### src/hdl/cts_pkg.sv
// ----------------------------------------------------------------------------
// cts_pkg
// Shared types and constants for the C-minus token scanner.
// ----------------------------------------------------------------------------
package cts_pkg;

  // Token kinds, in result code order.
  typedef enum logic [4:0] {
    K_END, K_ID, K_NUM, K_VOID, K_INT, K_IF, K_ELSE, K_WHILE, K_RETURN,
    K_PLUS, K_MINUS, K_TIMES, K_DIV, K_LT, K_LE, K_GT, K_GE, K_ASN, K_EQ,
    K_NE, K_SEMI, K_COMMA, K_LPAREN, K_RPAREN, K_LBRACK, K_RBRACK,
    K_LBRACE, K_RBRACE, K_ERR
  } kind_e;

  // Fixed-width part of one result item.
  typedef struct packed {
    kind_e      kind;
    logic [7:0] length;
    logic [7:0] bad;
    logic       last;
  } tok_meta_t;

  localparam int META_W   = $bits(tok_meta_t);
  localparam int QDEPTH   = 4;
  localparam int QPTR_W   = $clog2(QDEPTH);
  localparam int QLVL_W   = $clog2(QDEPTH + 1);

endpackage

### src/hdl/cts_front.sv
// ----------------------------------------------------------------------------
// cts_front
// Scanner state machine: takes one byte, updates scan state, emits 0..2 items.
// ----------------------------------------------------------------------------
module cts_front #(
  parameter int OFFSET_BITS = 24,
  parameter int LINE_BITS   = 20
) (
  input  logic                   clk_i,
  input  logic                   rst_ni,
  input  logic                   in_valid_i,
  input  logic                   in_ready_i,
  input  logic [7:0]             ch_i,
  output logic [1:0]             push_cnt_o,
  output cts_pkg::tok_meta_t     res0_meta_o,
  output logic [OFFSET_BITS-1:0] res0_start_o,
  output cts_pkg::tok_meta_t     res1_meta_o,
  output logic [OFFSET_BITS-1:0] res1_start_o,
  output logic [LINE_BITS-1:0]   line_o
);

  typedef enum logic [9:0] {
    ST_START   = 10'b00_0000_0001,
    ST_ID      = 10'b00_0000_0010,
    ST_NUM     = 10'b00_0000_0100,
    ST_SLASH   = 10'b00_0000_1000,
    ST_COMMENT = 10'b00_0001_0000,
    ST_CSTAR   = 10'b00_0010_0000,
    ST_LESS    = 10'b00_0100_0000,
    ST_GREATER = 10'b00_1000_0000,
    ST_ASSIGN  = 10'b01_0000_0000,
    ST_NOT     = 10'b10_0000_0000
  } stage_e;

  localparam logic [OFFSET_BITS-1:0] OFF_MAX  = {OFFSET_BITS{1'b1}};
  localparam logic [LINE_BITS-1:0]   LINE_MAX = {LINE_BITS{1'b1}};

  // Keywords packed first letter in the low byte, zero padded.
  localparam logic [47:0] KW_VOID   = {16'h0, "diov"};
  localparam logic [47:0] KW_INT    = {24'h0, "tni"};
  localparam logic [47:0] KW_IF     = {32'h0, "fi"};
  localparam logic [47:0] KW_ELSE   = {16'h0, "esle"};
  localparam logic [47:0] KW_WHILE  = {8'h0, "elihw"};
  localparam logic [47:0] KW_RETURN = "nruter";

  function automatic cts_pkg::kind_e kw_kind(input logic [47:0] pre, input logic [7:0] len);
    cts_pkg::kind_e k;
    k = cts_pkg::K_ID;
    if (len == 8'd4 && pre == KW_VOID)   k = cts_pkg::K_VOID;
    if (len == 8'd3 && pre == KW_INT)    k = cts_pkg::K_INT;
    if (len == 8'd2 && pre == KW_IF)     k = cts_pkg::K_IF;
    if (len == 8'd4 && pre == KW_ELSE)   k = cts_pkg::K_ELSE;
    if (len == 8'd5 && pre == KW_WHILE)  k = cts_pkg::K_WHILE;
    if (len == 8'd6 && pre == KW_RETURN) k = cts_pkg::K_RETURN;
    return k;
  endfunction

  stage_e                 stage_q, stage_d;
  logic [LINE_BITS-1:0]   line_q;
  logic [OFFSET_BITS-1:0] off_q;
  logic [OFFSET_BITS-1:0] cur_start_q;
  logic [7:0]             cur_len_q;
  logic [5:0][7:0]        prefix_q;

  logic accept;
  logic is_alpha, is_digit, is_ws;

  // start-stage scan of the current byte
  stage_e         ss_stage;
  logic           ss_tok, ss_id, ss_emit, ss_nl;
  cts_pkg::kind_e ss_kind;
  logic [7:0]     ss_len, ss_bad;

  logic                   run_ss, line_inc, len_inc, pre_wr;
  logic                   r0v, r1v;
  cts_pkg::tok_meta_t     r0, r1;
  logic [OFFSET_BITS-1:0] r0_start, r1_start;

  assign accept   = in_valid_i & in_ready_i;
  assign is_alpha = (ch_i >= "a" && ch_i <= "z") || (ch_i >= "A" && ch_i <= "Z");
  assign is_digit = (ch_i >= "0" && ch_i <= "9");
  assign is_ws    = (ch_i == 8'd32) || (ch_i >= 8'd9 && ch_i <= 8'd13);

  always_comb begin
    ss_stage = ST_START;
    ss_tok   = 1'b0;
    ss_id    = 1'b0;
    ss_emit  = 1'b0;
    ss_nl    = 1'b0;
    ss_kind  = cts_pkg::K_END;
    ss_len   = 8'd1;
    ss_bad   = 8'd0;
    if (is_alpha) begin
      ss_stage = ST_ID;
      ss_tok   = 1'b1;
      ss_id    = 1'b1;
    end else if (is_digit) begin
      ss_stage = ST_NUM;
      ss_tok   = 1'b1;
    end else if (is_ws) begin
      ss_nl = (ch_i == 8'd10);
    end else begin
      unique case (ch_i)
        "/": begin ss_stage = ST_SLASH;   ss_tok = 1'b1; end
        "<": begin ss_stage = ST_LESS;    ss_tok = 1'b1; end
        ">": begin ss_stage = ST_GREATER; ss_tok = 1'b1; end
        "=": begin ss_stage = ST_ASSIGN;  ss_tok = 1'b1; end
        "!": begin ss_stage = ST_NOT;     ss_tok = 1'b1; end
        8'd0: begin ss_emit = 1'b1; ss_kind = cts_pkg::K_END; ss_len = 8'd0; end
        "+": begin ss_emit = 1'b1; ss_kind = cts_pkg::K_PLUS;   end
        "-": begin ss_emit = 1'b1; ss_kind = cts_pkg::K_MINUS;  end
        "*": begin ss_emit = 1'b1; ss_kind = cts_pkg::K_TIMES;  end
        ";": begin ss_emit = 1'b1; ss_kind = cts_pkg::K_SEMI;   end
        ",": begin ss_emit = 1'b1; ss_kind = cts_pkg::K_COMMA;  end
        "(": begin ss_emit = 1'b1; ss_kind = cts_pkg::K_LPAREN; end
        ")": begin ss_emit = 1'b1; ss_kind = cts_pkg::K_RPAREN; end
        "[": begin ss_emit = 1'b1; ss_kind = cts_pkg::K_LBRACK; end
        "]": begin ss_emit = 1'b1; ss_kind = cts_pkg::K_RBRACK; end
        "{": begin ss_emit = 1'b1; ss_kind = cts_pkg::K_LBRACE; end
        "}": begin ss_emit = 1'b1; ss_kind = cts_pkg::K_RBRACE; end
        default: begin ss_emit = 1'b1; ss_kind = cts_pkg::K_ERR; ss_bad = ch_i; end
      endcase
    end
  end

  always_comb begin
    stage_d  = stage_q;
    run_ss   = 1'b0;
    line_inc = 1'b0;
    len_inc  = 1'b0;
    pre_wr   = 1'b0;
    r0v      = 1'b0;
    r0       = '{kind: cts_pkg::K_END, length: 8'd1, bad: 8'd0, last: 1'b0};
    r0_start = cur_start_q;
    r1v      = 1'b0;
    r1       = '{kind: cts_pkg::K_END, length: 8'd0, bad: 8'd0, last: 1'b1};
    r1_start = off_q;
    unique case (stage_q)
      ST_ID: begin
        if (is_alpha) begin
          pre_wr  = 1'b1;
          len_inc = 1'b1;
        end else begin
          r0v       = 1'b1;
          r0.kind   = kw_kind(prefix_q, cur_len_q);
          r0.length = cur_len_q;
          run_ss    = 1'b1;
        end
      end
      ST_NUM: begin
        if (is_digit) begin
          len_inc = 1'b1;
        end else begin
          r0v       = 1'b1;
          r0.kind   = cts_pkg::K_NUM;
          r0.length = cur_len_q;
          run_ss    = 1'b1;
        end
      end
      ST_SLASH: begin
        if (ch_i == "*") begin
          stage_d = ST_COMMENT;
        end else begin
          r0v     = 1'b1;
          r0.kind = cts_pkg::K_DIV;
          run_ss  = 1'b1;
        end
      end
      ST_COMMENT: begin
        if (ch_i == "*") begin
          stage_d = ST_CSTAR;
        end else if (ch_i == 8'd10) begin
          line_inc = 1'b1;
        end else if (ch_i == 8'd0) begin
          stage_d = ST_START;
          r1v     = 1'b1;
        end
      end
      ST_CSTAR: begin
        if (ch_i == "/") begin
          stage_d = ST_START;
        end else if (ch_i == 8'd0) begin
          stage_d = ST_START;
          r1v     = 1'b1;
        end else if (ch_i != "*") begin
          stage_d  = ST_COMMENT;
          line_inc = (ch_i == 8'd10);
        end
      end
      ST_LESS, ST_GREATER, ST_ASSIGN, ST_NOT: begin
        r0v = 1'b1;
        if (ch_i == "=") begin
          stage_d   = ST_START;
          r0.length = 8'd2;
          unique case (stage_q)
            ST_LESS:    r0.kind = cts_pkg::K_LE;
            ST_GREATER: r0.kind = cts_pkg::K_GE;
            ST_ASSIGN:  r0.kind = cts_pkg::K_EQ;
            default:    r0.kind = cts_pkg::K_NE;
          endcase
        end else begin
          run_ss = 1'b1;
          unique case (stage_q)
            ST_LESS:    r0.kind = cts_pkg::K_LT;
            ST_GREATER: r0.kind = cts_pkg::K_GT;
            ST_ASSIGN:  r0.kind = cts_pkg::K_ASN;
            default: begin
              r0.kind = cts_pkg::K_ERR;
              r0.bad  = ch_i;
            end
          endcase
        end
      end
      default: run_ss = 1'b1;
    endcase

    if (run_ss) begin
      stage_d   = ss_stage;
      line_inc  = ss_nl;
      r1v       = ss_emit;
      r1.kind   = ss_kind;
      r1.length = ss_len;
      r1.bad    = ss_bad;
    end
    r0.last = ~r1v;
  end

  // compact: a lone result always goes out in slot 0
  always_comb begin
    res0_meta_o  = r0v ? r0 : r1;
    res0_start_o = r0v ? r0_start : r1_start;
    res1_meta_o  = r1;
    res1_start_o = r1_start;
    push_cnt_o   = accept ? ({1'b0, r0v} + {1'b0, r1v}) : 2'd0;
  end

  assign line_o = line_q;

  always_ff @(posedge clk_i or negedge rst_ni) begin
    if (!rst_ni) begin
      stage_q     <= ST_START;
      line_q      <= {{(LINE_BITS-1){1'b0}}, 1'b1};
      off_q       <= '0;
      cur_start_q <= '0;
      cur_len_q   <= '0;
      prefix_q    <= '0;
    end else if (accept) begin
      stage_q <= stage_d;
      if (off_q != OFF_MAX) off_q <= off_q + 1'b1;
      if (line_inc && line_q != LINE_MAX) line_q <= line_q + 1'b1;
      if (run_ss && ss_tok) begin
        cur_start_q <= off_q;
        cur_len_q   <= 8'd1;
        if (ss_id) prefix_q <= {40'h0, ch_i};
      end else if (len_inc) begin
        if (cur_len_q != 8'd255) cur_len_q <= cur_len_q + 8'd1;
        if (pre_wr && cur_len_q < 8'd6) prefix_q[cur_len_q[2:0]] <= ch_i;
      end
    end
  end

endmodule

### src/hdl/cts_queue.sv
// ----------------------------------------------------------------------------
// cts_queue
// Short result queue: up to two writes and one read per cycle.
// ----------------------------------------------------------------------------
module cts_queue #(
  parameter int W = 8
) (
  input  logic                       clk_i,
  input  logic                       rst_ni,
  input  logic [1:0]                 push_cnt_i,
  input  logic [W-1:0]               wr0_i,
  input  logic [W-1:0]               wr1_i,
  input  logic                       pop_i,
  output logic                       rd_valid_o,
  output logic [W-1:0]               rd_data_o,
  output logic [cts_pkg::QLVL_W-1:0] level_o,
  output logic                       room_o
);

  logic [W-1:0]               mem_q [cts_pkg::QDEPTH];
  logic [cts_pkg::QPTR_W-1:0] wp_q, rp_q, wp1;
  logic [cts_pkg::QLVL_W-1:0] lvl_q;

  assign wp1        = wp_q + 1'b1;
  assign rd_valid_o = (lvl_q != '0);
  assign rd_data_o  = mem_q[rp_q];
  assign level_o    = lvl_q;
  // two free slots so that a two-result byte always fits
  assign room_o     = (lvl_q <= cts_pkg::QLVL_W'(cts_pkg::QDEPTH - 2));

  always_ff @(posedge clk_i) begin
    if (push_cnt_i != 2'd0) mem_q[wp_q] <= wr0_i;
    if (push_cnt_i == 2'd2) mem_q[wp1]  <= wr1_i;
  end

  always_ff @(posedge clk_i or negedge rst_ni) begin
    if (!rst_ni) begin
      wp_q  <= '0;
      rp_q  <= '0;
      lvl_q <= '0;
    end else begin
      wp_q  <= wp_q + cts_pkg::QPTR_W'(push_cnt_i);
      if (pop_i) rp_q <= rp_q + 1'b1;
      lvl_q <= lvl_q + cts_pkg::QLVL_W'(push_cnt_i) - cts_pkg::QLVL_W'(pop_i);
    end
  end

endmodule

### src/hdl/cts_back.sv
// ----------------------------------------------------------------------------
// cts_back
// Output stage: drains the queue into the result register.
// ----------------------------------------------------------------------------
module cts_back #(
  parameter int W = 8
) (
  input  logic         clk_i,
  input  logic         rst_ni,
  input  logic         q_valid_i,
  input  logic [W-1:0] q_data_i,
  output logic         pop_o,
  input  logic         out_ready_i,
  output logic         out_valid_o,
  output logic [W-1:0] out_data_o
);

  logic         valid_q;
  logic [W-1:0] data_q;

  assign pop_o       = q_valid_i & (~valid_q | out_ready_i);
  assign out_valid_o = valid_q;
  assign out_data_o  = data_q;

  always_ff @(posedge clk_i or negedge rst_ni) begin
    if (!rst_ni) begin
      valid_q <= 1'b0;
    end else if (pop_o) begin
      valid_q <= 1'b1;
    end else if (out_ready_i) begin
      valid_q <= 1'b0;
    end
  end

  always_ff @(posedge clk_i) begin
    if (pop_o) data_q <= q_data_i;
  end

endmodule

### src/hdl/cminus_token_scanner_unit.sv
// ----------------------------------------------------------------------------
// cminus_token_scanner_unit
// Byte-stream lexical scanner for C-minus source text.
// ----------------------------------------------------------------------------
// Path: each result of an accepted byte is written into the result queue and
//   then into the output register, where it waits for out_ready_i.
// Throughput: one byte per cycle while the queue has room; the queue drains one
//   item per cycle unless the sink stalls, so two-item bytes can fill it.
// Input is taken while the four-entry queue has two free slots.
// Reset: asynchronous, active low; scanner at start, line one, offset zero.
// ----------------------------------------------------------------------------
module cminus_token_scanner_unit #(
  parameter int OFFSET_BITS = 24,
  parameter int LINE_BITS   = 20
) (
  input  logic                   clk_i,
  input  logic                   rst_ni,
  input  logic                   in_valid_i,
  output logic                   in_ready_o,
  input  logic [7:0]             ch_i,
  output logic                   out_valid_o,
  input  logic                   out_ready_i,
  output logic [4:0]             token_kind_o,
  output logic [OFFSET_BITS-1:0] token_start_o,
  output logic [7:0]             token_length_o,
  output logic [LINE_BITS-1:0]   line_number_o,
  output logic [7:0]             bad_byte_o,
  output logic                   last_of_run_o
);

  // queue entry: {meta, start offset, line}
  localparam int W = cts_pkg::META_W + OFFSET_BITS + LINE_BITS;

  logic [1:0]                 push_cnt;
  cts_pkg::tok_meta_t         res0_meta, res1_meta, out_meta;
  logic [OFFSET_BITS-1:0]     res0_start, res1_start;
  logic [LINE_BITS-1:0]       line;
  logic [W-1:0]               wr0, wr1, q_data, out_data;
  logic                       q_valid, pop;
  logic [cts_pkg::QLVL_W-1:0] level;

  // Front end: scanner state machine, one byte per accepted item.
  cts_front #(
    .OFFSET_BITS(OFFSET_BITS),
    .LINE_BITS  (LINE_BITS)
  ) u_front (
    .clk_i       (clk_i),
    .rst_ni      (rst_ni),
    .in_valid_i  (in_valid_i),
    .in_ready_i  (in_ready_o),
    .ch_i        (ch_i),
    .push_cnt_o  (push_cnt),
    .res0_meta_o (res0_meta),
    .res0_start_o(res0_start),
    .res1_meta_o (res1_meta),
    .res1_start_o(res1_start),
    .line_o      (line)
  );

  // Every result of one byte carries the line count as it was before it.
  assign wr0 = {res0_meta, res0_start, line};
  assign wr1 = {res1_meta, res1_start, line};

  // Decoupling queue between scanner and output stage.
  cts_queue #(.W(W)) u_queue (
    .clk_i     (clk_i),
    .rst_ni    (rst_ni),
    .push_cnt_i(push_cnt),
    .wr0_i     (wr0),
    .wr1_i     (wr1),
    .pop_i     (pop),
    .rd_valid_o(q_valid),
    .rd_data_o (q_data),
    .level_o   (level),
    .room_o    (in_ready_o)
  );

  // Back end: registered output, drains one item per cycle unless the sink stalls.
  cts_back #(.W(W)) u_back (
    .clk_i      (clk_i),
    .rst_ni     (rst_ni),
    .q_valid_i  (q_valid),
    .q_data_i   (q_data),
    .pop_o      (pop),
    .out_ready_i(out_ready_i),
    .out_valid_o(out_valid_o),
    .out_data_o (out_data)
  );

  assign out_meta       = cts_pkg::tok_meta_t'(out_data[W-1 -: cts_pkg::META_W]);
  assign token_kind_o   = out_meta.kind;
  assign token_length_o = out_meta.length;
  assign bad_byte_o     = out_meta.bad;
  assign last_of_run_o  = out_meta.last;
  assign token_start_o  = out_data[LINE_BITS +: OFFSET_BITS];
  assign line_number_o  = out_data[LINE_BITS-1:0];

`ifndef SYNTH
  // results enter the queue only on an accepted byte
  a_push_on_accept: assert property (@(posedge clk_i) disable iff (!rst_ni)
    (push_cnt != 2'd0) |-> (in_valid_i && in_ready_o))
    else $error("results pushed without an accepted byte");

  // the queue never holds more than its depth
  a_no_overflow: assert property (@(posedge clk_i) disable iff (!rst_ni)
    level <= cts_pkg::QLVL_W'(cts_pkg::QDEPTH))
    else $error("result queue overflow");

  // an end item has no text and closes its byte's run
  a_end_shape: assert property (@(posedge clk_i) disable iff (!rst_ni)
    (out_valid_o && token_kind_o == cts_pkg::K_END) |->
      (token_length_o == 8'd0 && bad_byte_o == 8'd0 && last_of_run_o))
    else $error("malformed end item");
`endif

endmodule

### config.mk
export PLATFORM = sky130hd
export DESIGN_NAME = cminus_token_scanner_unit
export DESIGN_NICKNAME = d
export VERILOG_FILES = /design/src/hdl/cts_pkg.sv /design/src/hdl/cts_front.sv /design/src/hdl/cts_queue.sv /design/src/hdl/cts_back.sv /design/src/hdl/cminus_token_scanner_unit.sv
export SDC_FILE = /design/constraint.sdc
export NUM_CORES = 1
export LEC_CHECK = 0
export ABC_AREA = 1
export ABC_CLOCK_PERIOD_IN_PS = 5850
export BUFFER_PORTS_ARGS = -buffer_cell sky130_fd_sc_hd__buf_2
export CAP_MARGIN = 20
export CORE_ASPECT_RATIO = 1.5
export CORE_MARGIN = 3
export CORE_UTILIZATION = 48
export CTS_BUF_LIST = sky130_fd_sc_hd__clkbuf_4 sky130_fd_sc_hd__clkbuf_8
export CTS_CLUSTER_SIZE = 24
export DETAILED_ROUTE_END_ITERATION = 6
export GPL_ROUTABILITY_DRIVEN = 0
export SYNTH_ARGS = -nofsm -noshare
export SYNTH_HDL_FRONTEND = slang
export SYNTH_SLANG_ARGS = --single-unit
### constraint.sdc
create_clock -name clk_i -period 5.85 [get_ports clk_i]
set_input_delay 0.8775 -clock clk_i [delete_from_list [all_inputs] [get_ports clk_i]]
set_output_delay 0.8775 -clock clk_i [all_outputs]
set_load 0.02 [all_outputs]
==> flow_summary.ini, run 1 <==
[global_routing]
antenna_found_initial = 1
grt_first_pass_wirelength_mm = 99.3
grt_start_max_net_pins = 78
globalRouteOverflowTotal = 0
grt_pass1_vias = 18121
grtUsageTotal_pct = 25.4

[worst_setup_path]
crit_chain = inv_1 -> nand2_1 -> nor2_1 -> nand2_1 -> nor2_1 -> nand2_1 -> nand2_2 -> nor2_4 -> nand3_4 -> nand3_1 -> o21ai_0 -> ha_1 -> inv_1 -> nor2_1 -> inv_1 -> nor2_2 -> nand2_1 -> clkinv_1 -> nor2_2 -> inv_2 -> buf_4
crit_path_frequent_cell = nand2_1
cp-startpoint = u_front.stage_q[8]
arrival_ps = 5040
rr_startpoint = u_front.stage_q[8]
critPathSlowestCell = buf_4
cp_max_fo = 59
cp-start-kind = register
rrSetupSlack_ps = 1050
worstPathRequired_ps = 6090
slowest_delay_ps = 750
endpoint_kind = register
crit_type = register to register

[routing]
drt_iter0_drc = 1553
drt_wl_total_mm = 63.5
vias = 18247
ant_nets = 0
drc = 0
dr.pass1.iters = 5
route.detailed.wl_per_inst_um = 20.3
route.detailed.vias_per_inst = 5.82

[yosys]
yosys_warnings = 0
ys_types = 45
synth_top_area_cell = edfxtp_1
synth.most_common_cell = nand2_1
async_flop_share_pct = 30.1
ys_ff_latch = 472
synth_top_area_share_pct = 40.0
netlist_area_mm2 = 0.0224
synthCells = 2404
synth_edf_count = 298
synth_nets = 2428
synth_area_leaders = edfxtp_1 (40%), dfrtp_1 (16%), nand2_1 (7.4%), nor2_1 (5.8%), o21ai_0 (5.0%)
post_synth_most_frequent_cells = nand2_1 (440), nor2_1 (344), edfxtp_1 (298)
synth-seq-area-share_pct = 58.8
syn_area_per_cell_um2 = 9.30
synth_flop_cell = edfxtp_1

[power_and_ir_drop]
p_leak_nw = 10.3
peakVddDrop_uv = 269
p_per_area_mw_per_mm2 = 486

[floorplanning]
ioPinCount = 80
die-area_mm2 = 0.0493
die_h_um = 270
die_w_um = 182
initial_utilization_pct = 48.7
core-area_mm2 = 0.0459
num_rows = 96

[clock_network]
cts_sinks = 472
cts-root-buf = clkbuf_8
clockBufferDepth = 3
postCtsSetupBuffers = 0
clkSlewWorstSetupHoldPaths_ps = 60
cts_made_buffers = 76
cts_tree = built
hold_buffers = 0
post_cts_resized = 0
clk_latency_ps = 630
htreeDepth = 3

[sta]
period_needed_ps = 4800
final.setup.tns_ps = 0
fmax_mhz = 208
tightest_slew_ps = 1040
min_period_over_period_pct = 82.1
relSlewSlack_pct = 30.5
slew_violations = 0
final.setup_skew_ps = 23.7
finalSetupViolCount = 0
rsz0062_at_grt = no
hold_viol = 0

[final_layout]
drive_gt1_share_pct = 12.3
fin_cells = 3137
final_net_count = 2509
seq_area_mm2 = 0.0132
n_fill_cell = 4244
design_area_mm2 = 0.0250
area_delta_synth_final_pct = 12.0
multi_input_area_mm2 = 0.00801

[placed_design]
dp_cells = 2994
port_buffers = 79
place_hpwl_mm = 40.1
postPlaceCellArea_mm2 = 0.0233

[hold_path]
hold_path_class = input pin to asynchronous set/reset pin

[status]
outcome = completed

[job]
max_cap_viol_count = 0
-- report_power, final --
group	total [mW]	internal [mW]	switching, mW
clock	3.15	1.81	1.34
combinational	4.05	1.07	2.99
sequential	4.97	4.52	0.453
-- routing by layer --
layer / vias to the layer above / routed length [um] / GRT usage [%]
met5: - / 0 / 0
met4: 0 / 2970 / 12.3
met3: 201 / 3780 / 3.72
met2: 734 / 32500 / 44.9
met1: 8771 / 24300 / 30.3
li1: 8541 / - / -
-- cell usage in the layout, fill, tap and decap left out, types with 3 or more instances in the layout --
| cell | n |
|---|---|
| nand2_2 | 11 |
| dfxtp_1 | 32 |
| clkbuf_4 | 25 |
| dfrtp_1 | 138 |
| edfxtp_1 | 298 |
| inv_2 | 16 |
| a31oi_1 | 5 |
| nand2_1 | 440 |
| nand4_1 | 81 |
| nand4_2 | 6 |
| nor3_2 | 8 |
| clkinv_1 | 25 |
| ha_1 | 11 |
| nor2_4 | 4 |
| nand3_2 | 3 |
| inv_1 | 165 |
| nand3b_1 | 6 |
| buf_4 | 28 |
| o21ai_1 | 46 |
| o211ai_1 | 4 |
| nor4_1 | 16 |
| clkbuf_8 | 88 |
| nand3_1 | 107 |
| buf_2 | 78 |
| xor2_1 | 45 |
| and2_1 | 4 |
| o22ai_1 | 165 |
| o21ai_0 | 225 |
| nor2_1 | 340 |
| buf_12 | 4 |
| bufinv_16 | 6 |
| a21oi_1 | 17 |
| clkinv_2 | 9 |
| nor3_1 | 58 |
| nor2_2 | 11 |
-- worst paths after layout --
kind                                           end  cells after the start
max                           u_queue.mem_q[3][17]                     21
min                             u_front.stage_q[3]                      1
max reg2reg                   u_queue.mem_q[3][17]                     21
min reg2reg                   u_queue.mem_q[1][59]                      2
max in group asynchronous  u_front.cur_start_q[13]                      2
min in group clk_i              u_back.out_valid_o                      2
-- state kept, by name (all words and copies together), names as in the netlist, 3 cells and up --
register / cells
u_front.res1_start_o: 24
u_front.cur_start_q: 24
u_front.prefix_q: 48
u_queue.mem_q: 264
u_front.line_o: 20
u_back.out_data_o: 66
u_front.cur_len_q: 8
u_front.stage_q: 10
u_queue.level_o: 3
-- per-stage QoR --
step / power [mW] / hold slack (ps) / setup WS [ps] / utilization [%]
floorplan: 7.66 / 423 / 216 / -
global placement: 9.00 / 434 / 940 / 50.8
detailed placement: 9.08 / 440 / 846 / 50.8
CTS: 12.2 / 174 / 1080 / 54.5
global route: 12.9 / 191 / 624 / 54.6
finish: 12.2 / 192 / 1050 / 54.6
-- layout make-up --
class,instances,area share [%]
well taps,588,2.94
clock buffers,113,5.59
inverters,198,2.97
repair buffers,111,2.76
multi-input cells,1626,32.0
diodes,1,0.0100
flip-flops and latches,472,52.5
clock inverters,28,1.20
-- worst max-delay path, delay by kind of cell (launching register included) --
| kind | cells | cell delay, ps |
|---|---|---|
| adder cells (fa/ha/maj) | 1 | 200 |
| AND/OR/NAND/NOR | 13 | 2370 |
| AO/OA/AOI/OAI | 1 | 130 |
| buffers and inverters | 6 | 1280 |
| flip-flops | 1 | 390 |
-- cells by family after synthesis --
family / count (synthesis) / synth area share (%)
simple gates: 1100 / 21.6
mux: 1 / 0.0448
compound gates: 466 / 11.5
flops: 472 / 58.8
xor+xnor: 47 / 1.84
buf+inv: 306 / 5.48
fa+ha+maj: 12 / 0.705
Power figures use the tool's default switching activity.
==> run 2, diff against run 1 <==
--- a/config.mk
+++ b/config.mk
@@ -6,7 +6,7 @@
 export NUM_CORES = 1
 export LEC_CHECK = 0
 export ABC_AREA = 1
-export ABC_CLOCK_PERIOD_IN_PS = 5850
+export ABC_CLOCK_PERIOD_IN_PS = 4450
 export BUFFER_PORTS_ARGS = -buffer_cell sky130_fd_sc_hd__buf_2
 export CAP_MARGIN = 20
 export CORE_ASPECT_RATIO = 1.5
==> constraint.sdc (replaced) <==
create_clock -name clk_i -period 4.45 [get_ports clk_i]
set_input_delay 0.6675 -clock clk_i [delete_from_list [all_inputs] [get_ports clk_i]]
set_output_delay 0.6675 -clock clk_i [all_outputs]
set_load 0.02 [all_outputs]
==> run 2 against run 1 <==
Net effect:
- sequential share of layout area rose by 0.27 points
- global-route usage shrank 0.25 points
- non-clock buffer count grew 13
- worst setup slack worse by 650 ps
- maximum frequency grew 19%
- register-to-register slack lost 650 ps
- combinational power is 34% higher
- cell count hardly changed
- via count is 0.14% lower
==> flow_summary.ini, run 2 (synthesis results as in run 1) <==
[status]
outcome = completed

[power_and_ir_drop]
p_per_area_mw_per_mm2 = 624
p_leak_nw = 10.2
intPower_mw = 9.38
power_frac_seq_pct = 41.5
power.share.clock_pct = 23.6
switching_share_pct = 39.7
power_switching_mw = 6.18
peakVddDrop_uv = 376
combinationalPowerShare_pct = 34.9

[clock_network]
clkSlewWorstSetupHoldPaths_ps = 70
hold_buffers = 0
post_cts_resized = 0
clk_latency_ps = 630
cts_tree = built
clockBufferDepth = 3
postCtsSetupBuffers = 0
cts_made_buffers = 72
htreeDepth = 3
cts-root-buf = clkbuf_8
cts_sinks = 472

[final_layout]
drive_gt1_share_pct = 12.3
fin_cells = 3140
final_net_count = 2518
n_fill_cell = 4281
layout.cells.most_common = nand2_1
largest_reg_flops = 264
design_area_mm2 = 0.0249
most-common-layout-cells = nand2_1 (440), nor2_1 (340), edfxtp_1 (298), o21ai_0 (225)
top_register = u_queue.mem_q
area_delta_synth_final_pct = 11.4

[global_routing]
grtUsageTotal_pct = 25.2
globalRouteOverflowTotal = 0
grt_start_max_net_pins = 92
grt_pass1_vias = 18253
grt_first_pass_wirelength_mm = 98.4
antenna_found_initial = 1

[routing]
route.detailed.wl_per_inst_um = 20.0
dr.pass1.iters = 7
ant_nets = 0
drc = 0
drt_iter0_drc = 1586
vias = 18221
drt_wl_total_mm = 62.7
route.detailed.vias_per_inst = 5.80

[sta]
hold_viol = 0
setup_slack_ps = 396
period_needed_ps = 4050
final.setup_skew_ps = 35.5
final.setup.tns_ps = 0
finalSetupViolCount = 0
min_period_over_period_pct = 91.1
fmax_mhz = 247
relSlewSlack_pct = 30.2
rsz0062_at_grt = no
tightest_slew_ps = 1050
slew_violations = 0

[worst_setup_path]
cp_max_fo = 27
worstPathRequired_ps = 4900
cp-start-kind = register
arrival_ps = 4500
crit_type = register to register
endpoint_kind = register

[placed_design]
place_ws_ps = 373
postPlaceCellArea_mm2 = 0.0234
dp_cells = 3008
place_hpwl_mm = 40.3
port_buffers = 79

[floorplanning]
core-area_mm2 = 0.0459
die_w_um = 182
ioPinCount = 80
num_rows = 96
die-area_mm2 = 0.0493
die_h_um = 270
initial_utilization_pct = 48.7

[job]
max_cap_viol_count = 0

[hold_path]
hold_path_class = input pin to asynchronous set/reset pin
==> run 2: per-layer routing <==
| metal | GRT usage [%] | up-vias | part of all wire (%) |
|---|---|---|---|
| met3 | 3.83 | 197 | 6.5 |
| met5 | 0 | - | 0 |
| met4 | 11.8 | 0 | 4.5 |
| li1 | - | 8563 | - |
| met2 | 44.9 | 728 | 51 |
| met1 | 29.7 | 8733 | 38 |
==> run 2: worst paths after layout <==
path	from	endpoint	slack [ps]	cells past startpoint
worst max-delay path	u_front.stage_q[9]	u_queue.mem_q[0][26]	400	21
worst min-delay path	rst_ni	u_front.stage_q[9]	50	1
worst max register to register	u_front.stage_q[9]	u_queue.mem_q[0][26]	400	21
worst min register to register	u_queue.mem_q[2][60]	u_queue.mem_q[2][60]	460	2
max in group asynchronous	rst_ni	u_front.prefix_q[35]	3340	2
min in group clk_i	out_ready_i	u_back.out_valid_o	260	2
==> run 2: power groups by stage <==
stage,combinational [mW],sequential [mW],clock (mW)
final,5.43,6.46,3.67
after global routing,5.98,6.55,3.98
after CTS,5.44,6.46,3.76
after detailed placement,5.43,6.54,0
after global placement,5.32,6.51,0
after floorplan,3.27,6.80,0
==> run 2: layout make-up <==
cell class	instances	area, um2	area share [%]
diodes	1	2.50	0.0100
clock buffers	106	1300	5.20
clock inverters	25	173	0.693
inverters	198	759	3.05
multi-input cells	1626	8030	32.2
flip-flops and latches	472	13200	52.8
well taps	588	736	2.95
repair buffers	124	764	3.07
==> run 2: critical path, cell delays in order, from the launching register on <==
cell and delay [ps]:
dfrtp_1 410, inv_1 80, nand2_1 250, nor2_1 220, nand2_1 90, nor2_1 290, nand2_1 150, nand2_2 200
nor2_4 70, nand3_4 90, nand3_1 70, o21ai_0 130, ha_1 210, inv_1 50, nor2_1 120, inv_1 100
nor2_2 160, inv_1 90, nor2_4 270, inv_1 200, buf_4 310, o22ai_1 250
==> run 2: metrics by stage <==
step	power [mW]	utilization [%]	hold WS [ps]
global route	16.5	54.3	85.6
CTS	15.7	54.3	89.7
global placement	11.8	51.1	435
floorplan	10.1	-	372
detailed placement	12.0	51.1	440
finish	15.6	54.3	51.4
